$ cat src/design/slld_pkg.sv
// Shared types and constants for the sync-header / line deframer.
`timescale 1ns / 1ps

package slld_pkg;

  localparam int LINE_COUNT_MAX = 4095;
  localparam int SYNC_MAX       = 3;

  localparam int Q_DEPTH = 4;
  localparam int Q_AW    = $clog2(Q_DEPTH);

  localparam logic [1:0] KIND_PAYLOAD = 2'd0;
  localparam logic [1:0] KIND_END     = 2'd1;
  localparam logic [1:0] KIND_ERROR   = 2'd2;

  localparam logic [2:0] CFG_MODE        = 3'd0;
  localparam logic [2:0] CFG_SYNC_LEN    = 3'd1;
  localparam logic [2:0] CFG_SYNC_FIRST  = 3'd2;
  localparam logic [2:0] CFG_SYNC_SECOND = 3'd3;
  localparam logic [2:0] CFG_SYNC_THIRD  = 3'd4;

  localparam logic [7:0] CH_CR = 8'h0D;
  localparam logic [7:0] CH_LF = 8'h0A;

  typedef struct packed {
    logic [1:0]  kind;
    logic [7:0]  data;
    logic [11:0] count;
    logic        last;
  } result_t;

  typedef struct packed {
    logic [1:0] num;
    result_t    r0;
    result_t    r1;
  } push_t;

endpackage

$ cat src/design/slld_front.sv
// Front end: configuration registers, sync hunt, phase machine and line splitting.
`timescale 1ns / 1ps

module slld_front #(
  parameter int LineCountMax = slld_pkg::LINE_COUNT_MAX,
  parameter int SyncMax      = slld_pkg::SYNC_MAX
) (
  input  logic                clk,
  input  logic                rst_n,
  input  logic                in_valid,
  input  logic                q_room,
  input  logic [7:0]          in_rx_byte,
  input  logic                cfg_valid,
  input  logic [2:0]          cfg_index,
  input  logic [7:0]          cfg_wdata,
  output slld_pkg::push_t     push
);

  localparam int PW     = $clog2(LineCountMax + 1);
  localparam int FW     = $clog2(SyncMax + 1);
  localparam int HdrCap = (SyncMax < 3) ? SyncMax : 3;

  localparam logic [1:0] PH_HUNT = 2'd0;
  localparam logic [1:0] PH_LEN  = 2'd1;
  localparam logic [1:0] PH_PAY  = 2'd2;
  localparam logic [1:0] PH_CSUM = 2'd3;

  logic          mode_r, mode_nxt;
  logic [1:0]    sync_len_r, sync_len_nxt;
  logic [7:0]    first_r, first_nxt;
  logic [7:0]    second_r, second_nxt;
  logic [7:0]    third_r, third_nxt;
  logic [7:0]    win_r [SyncMax];
  logic [7:0]    win_nxt [SyncMax];
  logic [FW-1:0] fill_r, fill_nxt;
  logic [1:0]    phase_r, phase_nxt;
  logic [7:0]    left_r, left_nxt;
  logic [PW-1:0] seen_r, seen_nxt;
  logic          cr_r, cr_nxt;

  logic          step;
  logic [1:0]    hdr_n;
  logic          match;
  logic [PW-1:0] seen_one;
  logic          clear;

  function automatic logic [PW-1:0] sat_inc(input logic [PW-1:0] s);
    return (s < PW'(LineCountMax)) ? s + PW'(1) : s;
  endfunction

  assign step = in_valid && q_room;

  always_comb begin
    hdr_n = (sync_len_r < 2'd2) ? 2'd2 : sync_len_r;
    if (hdr_n > 2'(HdrCap)) begin
      hdr_n = 2'(HdrCap);
    end
    if (hdr_n == 2'd3) begin
      match = (win_r[1] == first_r) && (win_r[0] == second_r) && (in_rx_byte == third_r);
    end else begin
      match = (win_r[0] == first_r) && (in_rx_byte == second_r);
    end
  end

  always_comb begin
    mode_nxt     = mode_r;
    sync_len_nxt = sync_len_r;
    first_nxt    = first_r;
    second_nxt   = second_r;
    third_nxt    = third_r;
    win_nxt      = win_r;
    fill_nxt     = fill_r;
    phase_nxt    = phase_r;
    left_nxt     = left_r;
    seen_nxt     = seen_r;
    cr_nxt       = cr_r;
    push         = '0;
    clear        = 1'b0;
    seen_one     = cr_r ? sat_inc(seen_r) : seen_r;

    if (step) begin
      if (mode_r) begin
        if (cr_r && (in_rx_byte == slld_pkg::CH_LF)) begin
          push.num = 2'd1;
          push.r0  = '{slld_pkg::KIND_END, 8'd0, 12'(seen_r), 1'b1};
          seen_nxt = '0;
          cr_nxt   = 1'b0;
        end else if (in_rx_byte == slld_pkg::CH_CR) begin
          cr_nxt   = 1'b1;
          seen_nxt = seen_one;
          if (cr_r) begin
            push.num = 2'd1;
            push.r0  = '{slld_pkg::KIND_PAYLOAD, slld_pkg::CH_CR, 12'd0, 1'b1};
          end
        end else begin
          cr_nxt   = 1'b0;
          seen_nxt = sat_inc(seen_one);
          if (cr_r) begin
            push.num = 2'd2;
            push.r0  = '{slld_pkg::KIND_PAYLOAD, slld_pkg::CH_CR, 12'd0, 1'b0};
            push.r1  = '{slld_pkg::KIND_PAYLOAD, in_rx_byte, 12'd0, 1'b1};
          end else begin
            push.num = 2'd1;
            push.r0  = '{slld_pkg::KIND_PAYLOAD, in_rx_byte, 12'd0, 1'b1};
          end
        end
      end else begin
        case (phase_r)
          PH_HUNT: begin
            for (int i = SyncMax - 1; i > 0; i--) begin
              win_nxt[i] = win_r[i-1];
            end
            win_nxt[0] = in_rx_byte;
            if (fill_r < FW'(SyncMax)) begin
              fill_nxt = fill_r + FW'(1);
            end
            if ((fill_nxt >= FW'(hdr_n)) && match) begin
              for (int i = 0; i < SyncMax; i++) begin
                win_nxt[i] = 8'd0;
              end
              fill_nxt  = '0;
              phase_nxt = PH_LEN;
            end
          end
          PH_LEN: begin
            if (in_rx_byte == 8'd0) begin
              clear    = 1'b1;
              push.num = 2'd1;
              push.r0  = '{slld_pkg::KIND_ERROR, 8'd0, 12'd0, 1'b1};
            end else begin
              left_nxt  = in_rx_byte - 8'd1;
              seen_nxt  = '0;
              phase_nxt = (in_rx_byte == 8'd1) ? PH_CSUM : PH_PAY;
            end
          end
          PH_PAY: begin
            push.num = 2'd1;
            push.r0  = '{slld_pkg::KIND_PAYLOAD, in_rx_byte, 12'd0, 1'b1};
            seen_nxt = seen_r + PW'(1);
            left_nxt = left_r - 8'd1;
            if (left_r == 8'd1) begin
              phase_nxt = PH_CSUM;
            end
          end
          default: begin
            push.num = 2'd1;
            push.r0  = '{slld_pkg::KIND_END, in_rx_byte, 12'(seen_r), 1'b1};
            clear    = 1'b1;
          end
        endcase
      end
    end

    if (cfg_valid) begin
      case (cfg_index)
        slld_pkg::CFG_MODE: begin
          if (cfg_wdata[0] != mode_r) begin
            clear = 1'b1;
          end
          mode_nxt = cfg_wdata[0];
        end
        slld_pkg::CFG_SYNC_LEN:    sync_len_nxt = cfg_wdata[1:0];
        slld_pkg::CFG_SYNC_FIRST:  first_nxt    = cfg_wdata;
        slld_pkg::CFG_SYNC_SECOND: second_nxt   = cfg_wdata;
        slld_pkg::CFG_SYNC_THIRD:  third_nxt    = cfg_wdata;
        default: ;
      endcase
    end

    if (clear) begin
      for (int i = 0; i < SyncMax; i++) begin
        win_nxt[i] = 8'd0;
      end
      fill_nxt  = '0;
      phase_nxt = PH_HUNT;
      left_nxt  = 8'd0;
      seen_nxt  = '0;
      cr_nxt    = 1'b0;
    end
  end

  always_ff @(posedge clk) begin
    if (!rst_n) begin
      mode_r     <= 1'b0;
      sync_len_r <= 2'd2;
      first_r    <= 8'd0;
      second_r   <= 8'd0;
      third_r    <= 8'd0;
      for (int i = 0; i < SyncMax; i++) begin
        win_r[i] <= 8'd0;
      end
      fill_r     <= '0;
      phase_r    <= PH_HUNT;
      left_r     <= 8'd0;
      seen_r     <= '0;
      cr_r       <= 1'b0;
    end else begin
      mode_r     <= mode_nxt;
      sync_len_r <= sync_len_nxt;
      first_r    <= first_nxt;
      second_r   <= second_nxt;
      third_r    <= third_nxt;
      win_r      <= win_nxt;
      fill_r     <= fill_nxt;
      phase_r    <= phase_nxt;
      left_r     <= left_nxt;
      seen_r     <= seen_nxt;
      cr_r       <= cr_nxt;
    end
  end

endmodule

$ cat src/design/slld_queue.sv
// Short result queue between the front end and the output stage, two writes and one read.
`timescale 1ns / 1ps

module slld_queue (
  input  logic              clk,
  input  logic              rst_n,
  input  slld_pkg::push_t   push,
  input  logic              pop,
  output logic              room,
  output logic              head_valid,
  output slld_pkg::result_t head
);

  localparam int AW = slld_pkg::Q_AW;

  slld_pkg::result_t q_r [slld_pkg::Q_DEPTH];
  logic [AW-1:0]     wptr_r, wptr_nxt;
  logic [AW-1:0]     rptr_r, rptr_nxt;
  logic [AW:0]       cnt_r, cnt_nxt;

  assign room       = cnt_r <= (AW + 1)'(slld_pkg::Q_DEPTH - 2);
  assign head_valid = cnt_r != '0;
  assign head       = q_r[rptr_r];

  always_comb begin
    wptr_nxt = wptr_r + AW'(push.num);
    rptr_nxt = rptr_r + AW'(pop);
    cnt_nxt  = cnt_r + (AW + 1)'(push.num) - (AW + 1)'(pop);
  end

  always_ff @(posedge clk) begin
    if (push.num != 2'd0) begin
      q_r[wptr_r] <= push.r0;
    end
    if (push.num == 2'd2) begin
      q_r[wptr_r + AW'(1)] <= push.r1;
    end
  end

  always_ff @(posedge clk) begin
    if (!rst_n) begin
      wptr_r <= '0;
      rptr_r <= '0;
      cnt_r  <= '0;
    end else begin
      wptr_r <= wptr_nxt;
      rptr_r <= rptr_nxt;
      cnt_r  <= cnt_nxt;
    end
  end

endmodule

$ cat src/design/slld_back.sv
// Output stage: registers one result at a time from the queue and holds it under backpressure.
`timescale 1ns / 1ps

module slld_back (
  input  logic              clk,
  input  logic              rst_n,
  input  logic              head_valid,
  input  slld_pkg::result_t head,
  output logic              pop,
  input  logic              out_ready,
  output logic              out_valid,
  output slld_pkg::result_t out_res
);

  logic              valid_r, valid_nxt;
  slld_pkg::result_t res_r, res_nxt;
  logic              load;

  assign load      = !valid_r || out_ready;
  assign pop       = head_valid && load;
  assign out_valid = valid_r;
  assign out_res   = res_r;

  always_comb begin
    valid_nxt = load ? head_valid : valid_r;
    res_nxt   = pop ? head : res_r;
  end

  always_ff @(posedge clk) begin
    res_r <= res_nxt;
    if (!rst_n) begin
      valid_r <= 1'b0;
    end else begin
      valid_r <= valid_nxt;
    end
  end

endmodule

$ cat src/design/sync_length_or_line_deframer.sv
// Top level of the deframer: front end, result queue and output stage.
// A result is queued as its byte is accepted and is then registered in the output stage.
// Throughput: one byte per cycle while the four-entry result queue has room for two results.
// CR then a non-CR, non-LF byte gives two results, drained one per cycle unless stalled.
// Reset (synchronous, active low) empties the queue and output stage and returns all
// deframing state and configuration registers to their reset values.
`timescale 1ns / 1ps

module sync_length_or_line_deframer #(
  parameter int LineCountMax = slld_pkg::LINE_COUNT_MAX,
  parameter int SyncMax      = slld_pkg::SYNC_MAX
) (
  input  logic        clk,
  input  logic        rst_n,
  input  logic        in_valid,
  output logic        in_ready,
  input  logic [7:0]  in_rx_byte,
  output logic        out_valid,
  input  logic        out_ready,
  output logic [1:0]  out_kind,
  output logic [7:0]  out_byte,
  output logic [11:0] out_frame_count,
  output logic        out_run_last,
  input  logic        cfg_valid,
  output logic        cfg_ready,
  input  logic [2:0]  cfg_index,
  input  logic [7:0]  cfg_wdata
);

  slld_pkg::push_t   push;
  slld_pkg::result_t head;
  slld_pkg::result_t out_res;
  logic              room;
  logic              head_valid;
  logic              pop;

  assign in_ready  = room;
  assign cfg_ready = 1'b1;

  slld_front #(
    .LineCountMax(LineCountMax),
    .SyncMax     (SyncMax)
  ) u_front (
    .clk       (clk),
    .rst_n     (rst_n),
    .in_valid  (in_valid),
    .q_room    (room),
    .in_rx_byte(in_rx_byte),
    .cfg_valid (cfg_valid),
    .cfg_index (cfg_index),
    .cfg_wdata (cfg_wdata),
    .push      (push)
  );

  slld_queue u_queue (
    .clk       (clk),
    .rst_n     (rst_n),
    .push      (push),
    .pop       (pop),
    .room      (room),
    .head_valid(head_valid),
    .head      (head)
  );

  slld_back u_back (
    .clk       (clk),
    .rst_n     (rst_n),
    .head_valid(head_valid),
    .head      (head),
    .pop       (pop),
    .out_ready (out_ready),
    .out_valid (out_valid),
    .out_res   (out_res)
  );

  assign out_kind        = out_res.kind;
  assign out_byte        = out_res.data;
  assign out_frame_count = out_res.count;
  assign out_run_last    = out_res.last;

endmodule

$ cat config.mk
export PLATFORM = sky130hd
export DESIGN_NAME = sync_length_or_line_deframer
export DESIGN_NICKNAME = d
export VERILOG_FILES = /design/src/design/slld_pkg.sv /design/src/design/slld_front.sv /design/src/design/slld_queue.sv /design/src/design/slld_back.sv /design/src/design/sync_length_or_line_deframer.sv
export SDC_FILE = /design/constraint.sdc
export NUM_CORES = 1
export LEC_CHECK = 0
export BUFFER_PORTS_ARGS = -buffer_cell sky130_fd_sc_hd__buf_4
export CAP_MARGIN = 20
export CORE_MARGIN = 5
export CORE_UTILIZATION = 30
export CTS_CLUSTER_DIAMETER = 80
export DETAILED_ROUTE_END_ITERATION = 6
export SLEW_MARGIN = 30
export SYNTH_ARGS = -nofsm -noshare
export SYNTH_HDL_FRONTEND = slang
export SYNTH_SLANG_ARGS = --single-unit
$ cat constraint.sdc
create_clock -name clk -period 3.8 [get_ports clk]
set_input_delay 0.19 -clock clk [delete_from_list [all_inputs] [get_ports clk]]
set_output_delay 0.19 -clock clk [all_outputs]
set_load 0.02 [all_outputs]
==> key figures, run 1 <==
Yosys
  – Post-Syn Nets: 1110
  – Cells after Synth: 1066
  – Synth area leader: dfxtp_1
  – Top post-synthesis cells by count: nand2_1 (162), dfxtp_1 (132), a21oi_1 (95), nand3_1 (72), edfxtp_1 (59)
  – Cell variety after synth: 75
  – Number of synthesis warnings: 0
  – Ranking of synthesized cells by area: dfxtp_1 (27%), edfxtp_1 (18%), nand2_1 (6.1%), mux4_2 (5.2%), a21oi_1 (4.8%)
  – Register area share after synthesis: ~44%
  – Async set-reset flop share out of synthesis: 0%
  – Most common cell in the netlist: nand2_1
  – Post-Syn Area: between 9000 and 10000 um2
  – Yosys reg bits: ~190
  – Synth top area share: 26.5%
  – Syn_area_per_cell: a little over 9 um2
  – EDFF count, synth: 59
  – Ys flop type: dfxtp_1

Timing
  – Crit share post-route: 86.5%
  – Final setup margin: 0.512 ns
  – Worst Max-Slew Pin Slew: around 1.1 ns
  – Final min period: 3.29 ns
  – RSZ-0062 raised after global routing: false
  – Max Freq: 304 MHz
  – Final Hold Fails: 0
  – Worst slew margin: 28.2%
  – Skew final: approximately 0.013 ns
  – Max-slew violations: 0
  – # setup viols final: 0
  – Sum of negative setup slack: 0 ns
  – Hold WS: 0.0279 ns

Floorplan
  – Rows: between 60 and 70
  – Ports: 50
  – Core area: 32600 um2
  – Die height: 192 um
  – Area of the die: 36900 um2
  – Initial Util: 30.5%
  – DIE WIDTH: 192 um

Global routing
  – Total GRT Usage: 13.9%
  – Vias in the first global route: 7585
  – Largest net degree at the start of global routing: 53
  – Antenna violations before repair: 0
  – First-pass GRT wire length: 41000 um
  – GR Overflow Total: 0

Final layout
  – Fin nets: 1134
  – Fin area: 11300 um2
  – Area Overhead vs Synth: 14.0%
  – Ant. Diodes: 0
  – Share of layout cells above drive strength 1: 14.2%

Job
  – Maximum Capacitance Violations: 0

Place
  – Placer congestion estimate: 0.906
  – Place WS: 0.344 ns
  – HPWL Detailed: around 18000 um
  – Cell Area, Placed: 10700 um2
  – Port buffer count: 48

Pwr
  – Leak: 0.00395 uW
  – Design Power: approximately 5000 uW
  – Worst IR Drop VDD: ~320 uV
  – Power density over the cells: 449 nW/um2
  – Sw Share: 29.4%
  – Logic pwr share: 18.4%
  – P_sw: 1500 uW
  – Clock power share: 34.4%
  – Int Pwr: 3590 uW
  – Sequential share of power: 47.1%

Worst setup path
  – Crit path buf inv count: 0
  – Worst-path maximum fanout: 15
  – Critical path startpoint category: register
  – CP max stage delay: between 0.5 and 0.6 ns
  – Crit path DAT: 3.67 ns
  – Crit Path Class: reg -> reg
  – Family with the most delay on the worst path: simple AND/OR/NAND/NOR gates
  – Crit. End Element: register
  – Critical-path cell list: ha_1 > nand2_1 > or3_4 > mux2i_4 > nand3b_4 > nor4_4 > nor3_2 > or4_1 > nand3_1
  – Slowest cell on crit path: ha_1
  – Critical Path RT: 4.18 ns

Detailed routing
  – Avg Vias per Cell: 5.22
  – DRT iter0 DRCs: 748
  – DRC viols: 0
  – DR WL/cell: approximately 17 um
  – DR pass1 iterations: 5
  – Routed WL: approximately 26000 um
  – Via count: a little over 8000
  – Final ANT Viol Nets: 0

Clock tree
  – CTS Sinks: between 150 and 200
  – Clk Latency, worst-skew pair: 0.44 ns
  – H-tree levels: 4
  – Clock transition at path regs: ~0.080 ns
  – CTS max path bufs: 2
  – Root buf cell: clkbuf_16
  – CTS buffer count: 17
  – Post-CTS setup buffer count: 0
  – CTS tree: built

Run status
  – Status: finished clean

Hold path
  – Class of the worst hold path: in -> reg
## tightest hold or removal path: stages
cell and delay, ns:
buf_4 0.12, nand2_1 0.04, a21boi_0 0.06
## final timing paths
kind	slack (ns)	depth (start not counted)	to	from
hold reg to reg	0.45	2	u_queue.q_r[0][22]	u_queue.q_r[0][22]
setup reg to reg	0.51	9	u_front.seen_r[7]	u_front.seen_r[1]
setup / recovery	0.51	9	u_front.seen_r[7]	u_front.seen_r[1]
hold / removal	0.03	3	u_front.third_r[3]	cfg_wdata[3]
## layout make-up
type,instances,area (um2)
fillers,3346,21300
flip-flops and latches,191,4420
well taps,442,553
multi-input cells,777,5120
clock inverters,13,118
clock buffers,19,454
inverters,25,93.8
repair buffers,78,591
## routing by layer
layer | vias up | GRT usage [%] | share of wire (%)
met1 | 3923 | 18.9 | 47
met2 | 204 | 22.9 | 47
met5 | - | 0 | 0
li1 | 3906 | - | -
met4 | 0 | 3.59 | 1.5
met3 | 26 | 2.56 | 4.3
## registers in the layout (all words and copies together), names as in the netlist, 3 cells and up
name,count
u_back.out_res,23
u_front.seen_r,12
u_queue.cnt_r,3
u_front.left_r,8
u_queue.q_r,92
u_front.third_r,8
u_front.second_r,8
u_front.win_r,16
u_front.first_r,8
## per-stage QoR
stage	util, %	instances
floorplan	-	1066
global placement	32.9	1511
detailed placement	32.9	1511
CTS	34.8	1545
global route	34.8	1545
finish	34.8	1545
## cell usage in the layout (no fill, tap or decap), types with 23 or more instances in the layout
cell type and n:
inv_1 23, xor2_1 36, mux4_2 23, a21oi_1 93
nor2_1 49, edfxtp_1 59, nand2_1 162, nand3_1 72
dfxtp_1 131, buf_4 76, nor2b_1 32, o21ai_0 28
## cell families (layout without fill, tap and decap cells)
kind of cell    Yosys count  after routing  synth area share (%)
xor+xnor                 56             56                  4.93
buf+inv                  98            135                  4.49
mux                      41             41                  7.15
flops                   191            191                  44.3
compound gates          234            234                  14.9
fa+ha+maj                20             20                  2.59
simple gates            425            425                  21.6
other cells               1              1                0.0377
## repair_timing
| action | CTS | global route |
|---|---|---|
| endpoints found under the hold margin | 3 | 0 |
| hold buffers | 2 | 0 |
| resized for setup | 0 | 0 |
## power groups by stage
stage                     sequential, uW  combinational, uW  clock, uW
after detailed placement            2450                959          0
after global routing                2420               1030       1890
after CTS                           2400                962       1800
after global placement              2440                951          0
final                               2400                937       1750
after floorplan                     2540                500          0
No activity file was read; power rests on OpenSTA's default activity.
==> run 2: changes to the inputs <==
--- a/config.mk
+++ b/config.mk
@@ -5,6 +5,7 @@
 export SDC_FILE = /design/constraint.sdc
 export NUM_CORES = 1
 export LEC_CHECK = 0
+export ABC_AREA = 1
 export BUFFER_PORTS_ARGS = -buffer_cell sky130_fd_sc_hd__buf_4
 export CAP_MARGIN = 20
 export CORE_MARGIN = 5
==> key figures, run 2 <==
Clock tree
  – H-tree levels: 4 (unchanged)
  – Root buf cell: clkbuf_16 (unchanged)
  – Clk Latency, worst-skew pair: 0.45 ns (was 0.44 ns)
  – Clock transition at path regs: 0.08 ns (about the same)
  – Post-CTS Resized: 0 (unchanged)
  – CTS tree: built (unchanged)
  – CTS max path bufs: 2 (unchanged)
  – CTS Sinks: 191 (unchanged)
  – CTS buffer count: 17 (unchanged)

Final layout
  – Commonest non-fill, non-tap cell in the layout: nand2_1 (unchanged)
  – Fin nets: 1378 (was 1134)
  – Area Overhead vs Synth: 13.2% (was 14.0%)
  – Ant. Diodes: 0 (unchanged)
  – Fillers: 3495 (was 3346)
  – Max reg flops: 92 (unchanged)
  – Register area: 4410 um2 (was 4420 um2)
  – Share of layout cells above drive strength 1: 11.4% (was 14.2%)
  – Area of the multi-input gates: 4740 um2 (was 5120 um2)
  – Most frequent cells in the layout: nand2_1 (191), o21ai_0 (162), inv_1 (132), dfxtp_1 (132), nor2_1 (127) (was nand2_1 (162), dfxtp_1 (131), a21oi_1 (93))
  – Largest register by flop count: u_queue.q_r (unchanged)

Floorplan
  – Ports: 50 (unchanged)
  – DIE WIDTH: 193 um (was 192 um)
  – Die height: 193 um (was 192 um)
  – Initial Util: 30.1% (was 30.5%)
  – Area of the die: 37200 um2 (was 36900 um2)
  – Core area: 33300 um2 (was 32600 um2)
  – Rows: 67 (was 66)

Yosys
  – Number of synthesis warnings: 0 (unchanged)
  – Register area share after synthesis: 44.0% (was 44.3%)
  – Async set-reset flop share out of synthesis: 0% (unchanged)
  – Cell variety after synth: 49 (was 75)
  – Synth area leader: dfxtp_1 (unchanged)
  – Cells after Synth: 1313 (was 1066)
  – Yosys reg bits: 191 (unchanged)
  – Ys flop type: dfxtp_1 (unchanged)
  – Synth top area share: 26.4% (was 26.5%)
  – Post-Syn Nets: 1357 (was 1110)
  – Top post-synthesis cells by count: nand2_1 (191), o21ai_0 (162), inv_1 (133), dfxtp_1 (132), nor2_1 (127) (was nand2_1 (162), dfxtp_1 (132), a21oi_1 (95), nand3_1 (72), edfxtp_1 (59))
  – Most common cell in the netlist: nand2_1 (unchanged)
  – Ranking of synthesized cells by area: dfxtp_1 (26%), edfxtp_1 (18%), o21ai_0 (8.1%), nand2_1 (7.2%), a21oi_1 (6.2%) (was dfxtp_1 (27%), edfxtp_1 (18%), nand2_1 (6.1%), mux4_2 (5.2%), a21oi_1 (4.8%))
  – Post-Syn Area: 10000 um2 (was 9950 um2)
  – Syn_area_per_cell: 7.63 um2 (was 9.34 um2)
  – EDFF count, synth: 59 (unchanged)

Worst setup path
  – Critical Path RT: 3.90 ns (was 4.18 ns)
  – R2R Setup Slk: 0.77 ns (was 0.51 ns)
  – Critical-path cell list: inv_1 > ha_1 > clkinv_1 > a21oi_1 > inv_1 > o21ai_2 > nand2_2 > nand2_2 > nand2_4 > nand2_1 (was ha_1 > nand2_1 > or3_4 > mux2i_4 > nand3b_4 > nor4_4 > nor3_2 > or4_1 > nand3_1)
  – Crit path DAT: 3.13 ns (was 3.67 ns)
  – Worst-path maximum fanout: 34 (was 15)
  – Crit path buf inv count: 3 (was 0)
  – Family with the most delay on the worst path: simple AND/OR/NAND/NOR gates (unchanged)
  – Crit Path Class: reg -> reg (unchanged)
  – FF-to-FF Start: u_front.phase_r[0] (was u_front.seen_r[1])
  – Slowest cell on crit path: ha_1 (unchanged)
  – Crit. End Element: register (unchanged)
  – Critical path startpoint category: register (unchanged)
  – Worst R2R End: u_queue.q_r[2][19] (was u_front.seen_r[7])
  – Worst r2r path cells: 10 (was 9)
  – CP max stage delay: 0.48 ns (was 0.55 ns)

Pwr
  – Worst IR Drop VDD: 326 uV (was 318 uV)
  – Sw Share: 32.5% (was 29.4%)
  – Leak: 0.00443 uW (was 0.00395 uW)
  – Clock power share: 32.0% (was 34.4%)
  – P_sw: 1840 uW (was 1500 uW)
  – Power density over the cells: 499 nW/um2 (was 449 nW/um2)
  – Int Pwr: 3820 uW (was 3590 uW)
  – Sequential share of power: 43.7% (was 47.1%)
  – Logic pwr share: 24.3% (was 18.4%)

Timing
  – Max Freq: 330 MHz (was 304 MHz)
  – Final min period: 3.03 ns (was 3.29 ns)
  – # setup viols final: 0 (unchanged)
  – Worst slew margin: 37.3% (was 28.2%)
  – Crit share post-route: 79.7% (was 86.5%)
  – Max-slew violations: 0 (unchanged)
  – Skew final: 0.0109 ns (was 0.0129 ns)
  – Final Hold Fails: 0 (unchanged)
  – RSZ-0062 raised after global routing: false (unchanged)
  – Hold WS: 0.0302 ns (was 0.0279 ns)
  – Sum of negative setup slack: 0 ns (unchanged)
  – Worst Max-Slew Pin Slew: 0.935 ns (was 1.07 ns)

Global routing
  – GR Overflow Total: 0 (unchanged)
  – Vias in the first global route: 8368 (was 7585)
  – Largest net degree at the start of global routing: 52 (was 53)
  – Antenna violations before repair: 0 (unchanged)
  – First-pass GRT wire length: 44300 um (was 41000 um)
  – Total GRT Usage: 14.7% (was 13.9%)

Hold path
  – Min-Delay Path Depth: 3 (unchanged)
  – Class of the worst hold path: in -> reg (unchanged)
  – Worst Hold Path EP: u_front.first_r[3] (was u_front.third_r[3])
  – Min-delay src: cfg_wdata[3] (unchanged)

Place
  – Placer congestion estimate: 0.888 (was 0.906)
  – Port buffer count: 48 (unchanged)
  – HPWL Detailed: 19700 um (was 18400 um)

Job
  – Maximum Capacitance Violations: 0 (unchanged)

Detailed routing
  – DR pass1 iterations: 5 (unchanged)
  – DRC viols: 0 (unchanged)
  – Routed WL: 27200 um (was 26000 um)
  – DRT iter0 DRCs: 701 (was 748)
  – Final ANT Viol Nets: 0 (unchanged)
  – Avg Vias per Cell: 5.02 (was 5.22)
  – Via count: 9011 (was 8059)
  – DR WL/cell: 15.2 um (was 16.8 um)

Run status
  – Status: finished clean (unchanged)
## run 2: changes by cell type in the layout (fill, tap and decap cells not counted), moves of 19 or more
cell      delta
o22ai_1     +20
a21boi_0    -19
nor2b_1     -32
inv_1      +109
nor2_1      +78
o21ai_0    +134
a21oi_1     +29
nand3_1     +25
mux4_2      -23
xor2_1      -22
nand2_1     +29
## run 2: power by group through the flow
stage / clock network, uW / registers, uW / logic, uW
floorplan: 0 / 2680 / 724
global placement: 0 / 2520 / 1370
detailed placement: 0 / 2530 / 1390
CTS: 1850 / 2480 / 1400
global route: 1940 / 2490 / 1550
finish: 1810 / 2470 / 1380
## run 2: worst max-delay path by stage
stage / from / end / depth (start not counted)
2_1_floorplan: u_back.out_valid / u_queue.cnt_r[1] / 9
6_report: u_front.phase_r[0] / u_queue.q_r[2][19] / 10
5_1_grt: u_front.phase_r[0] / u_queue.q_r[2][16] / 10
3_3_place_gp: in_rx_byte[0] / u_queue.q_r[2][19] / 14
4_1_cts: u_front.phase_r[0] / u_queue.q_r[2][19] / 10
3_5_place_dp: in_rx_byte[0] / u_queue.q_r[2][19] / 14
## run 2: stage by stage
stage	instances	cell area, um2	total power (uW)	setup WS [ns]	util (%)
2_1_floorplan	1313	10000	3400	0.841	-
3_3_place_gp	1762	10700	3890	0.729	32.3
3_5_place_dp	1762	10700	3920	0.684	32.3
4_1_cts	1795	11400	5730	0.759	34.1
5_1_grt	1795	11400	5980	0.455	34.1
6_report	1795	11400	5670	0.773	34.1
## run 2: cells by family (layout without fill, tap and decap cells)
| logic type | after synthesis | after routing | share of synthesized area, % |
|---|---|---|---|
| xor+xnor | 29 | 29 | 2.53 |
| simple gates | 499 | 499 | 22.5 |
| other cells | 1 | 1 | 0.0374 |
| compound gates | 361 | 361 | 19.4 |
| mux | 1 | 1 | 0.0999 |
| buf+inv | 211 | 245 | 8.78 |
| flops | 191 | 191 | 44.0 |
| fa+ha+maj | 20 | 20 | 2.57 |
## run 2: metal layers
layer / track usage, % / vias up / routed length, um
met5: 0 / - / 0
met4: 3.57 / 0 / 330
met3: 2.55 / 25 / 1460
met2: 23.4 / 254 / 12400
met1: 20.9 / 4240 / 13100
li1: - / 4492 / -
## run 2: layout make-up
type,count,area share (%)
Clock buffer,18,3.97
Inverter,148,4.89
Tap cell,448,4.94
Sequential cell,191,38.9
Multi-Input combinational cell,911,41.7
Timing Repair Buffer,65,4.32
Clock inverter,14,1.26
## run 2: worst min-delay path, cell delays in order
cell and delay [ns]:
buf_4 0.10, o21ai_0 0.07, nor2_1 0.08
## run 2: repair_timing
action,in CTS,in global routing
hold endpoints to repair,1,0
endpoints found under the setup margin,0,0
hold buffers,1,0
buffers inserted,0,0
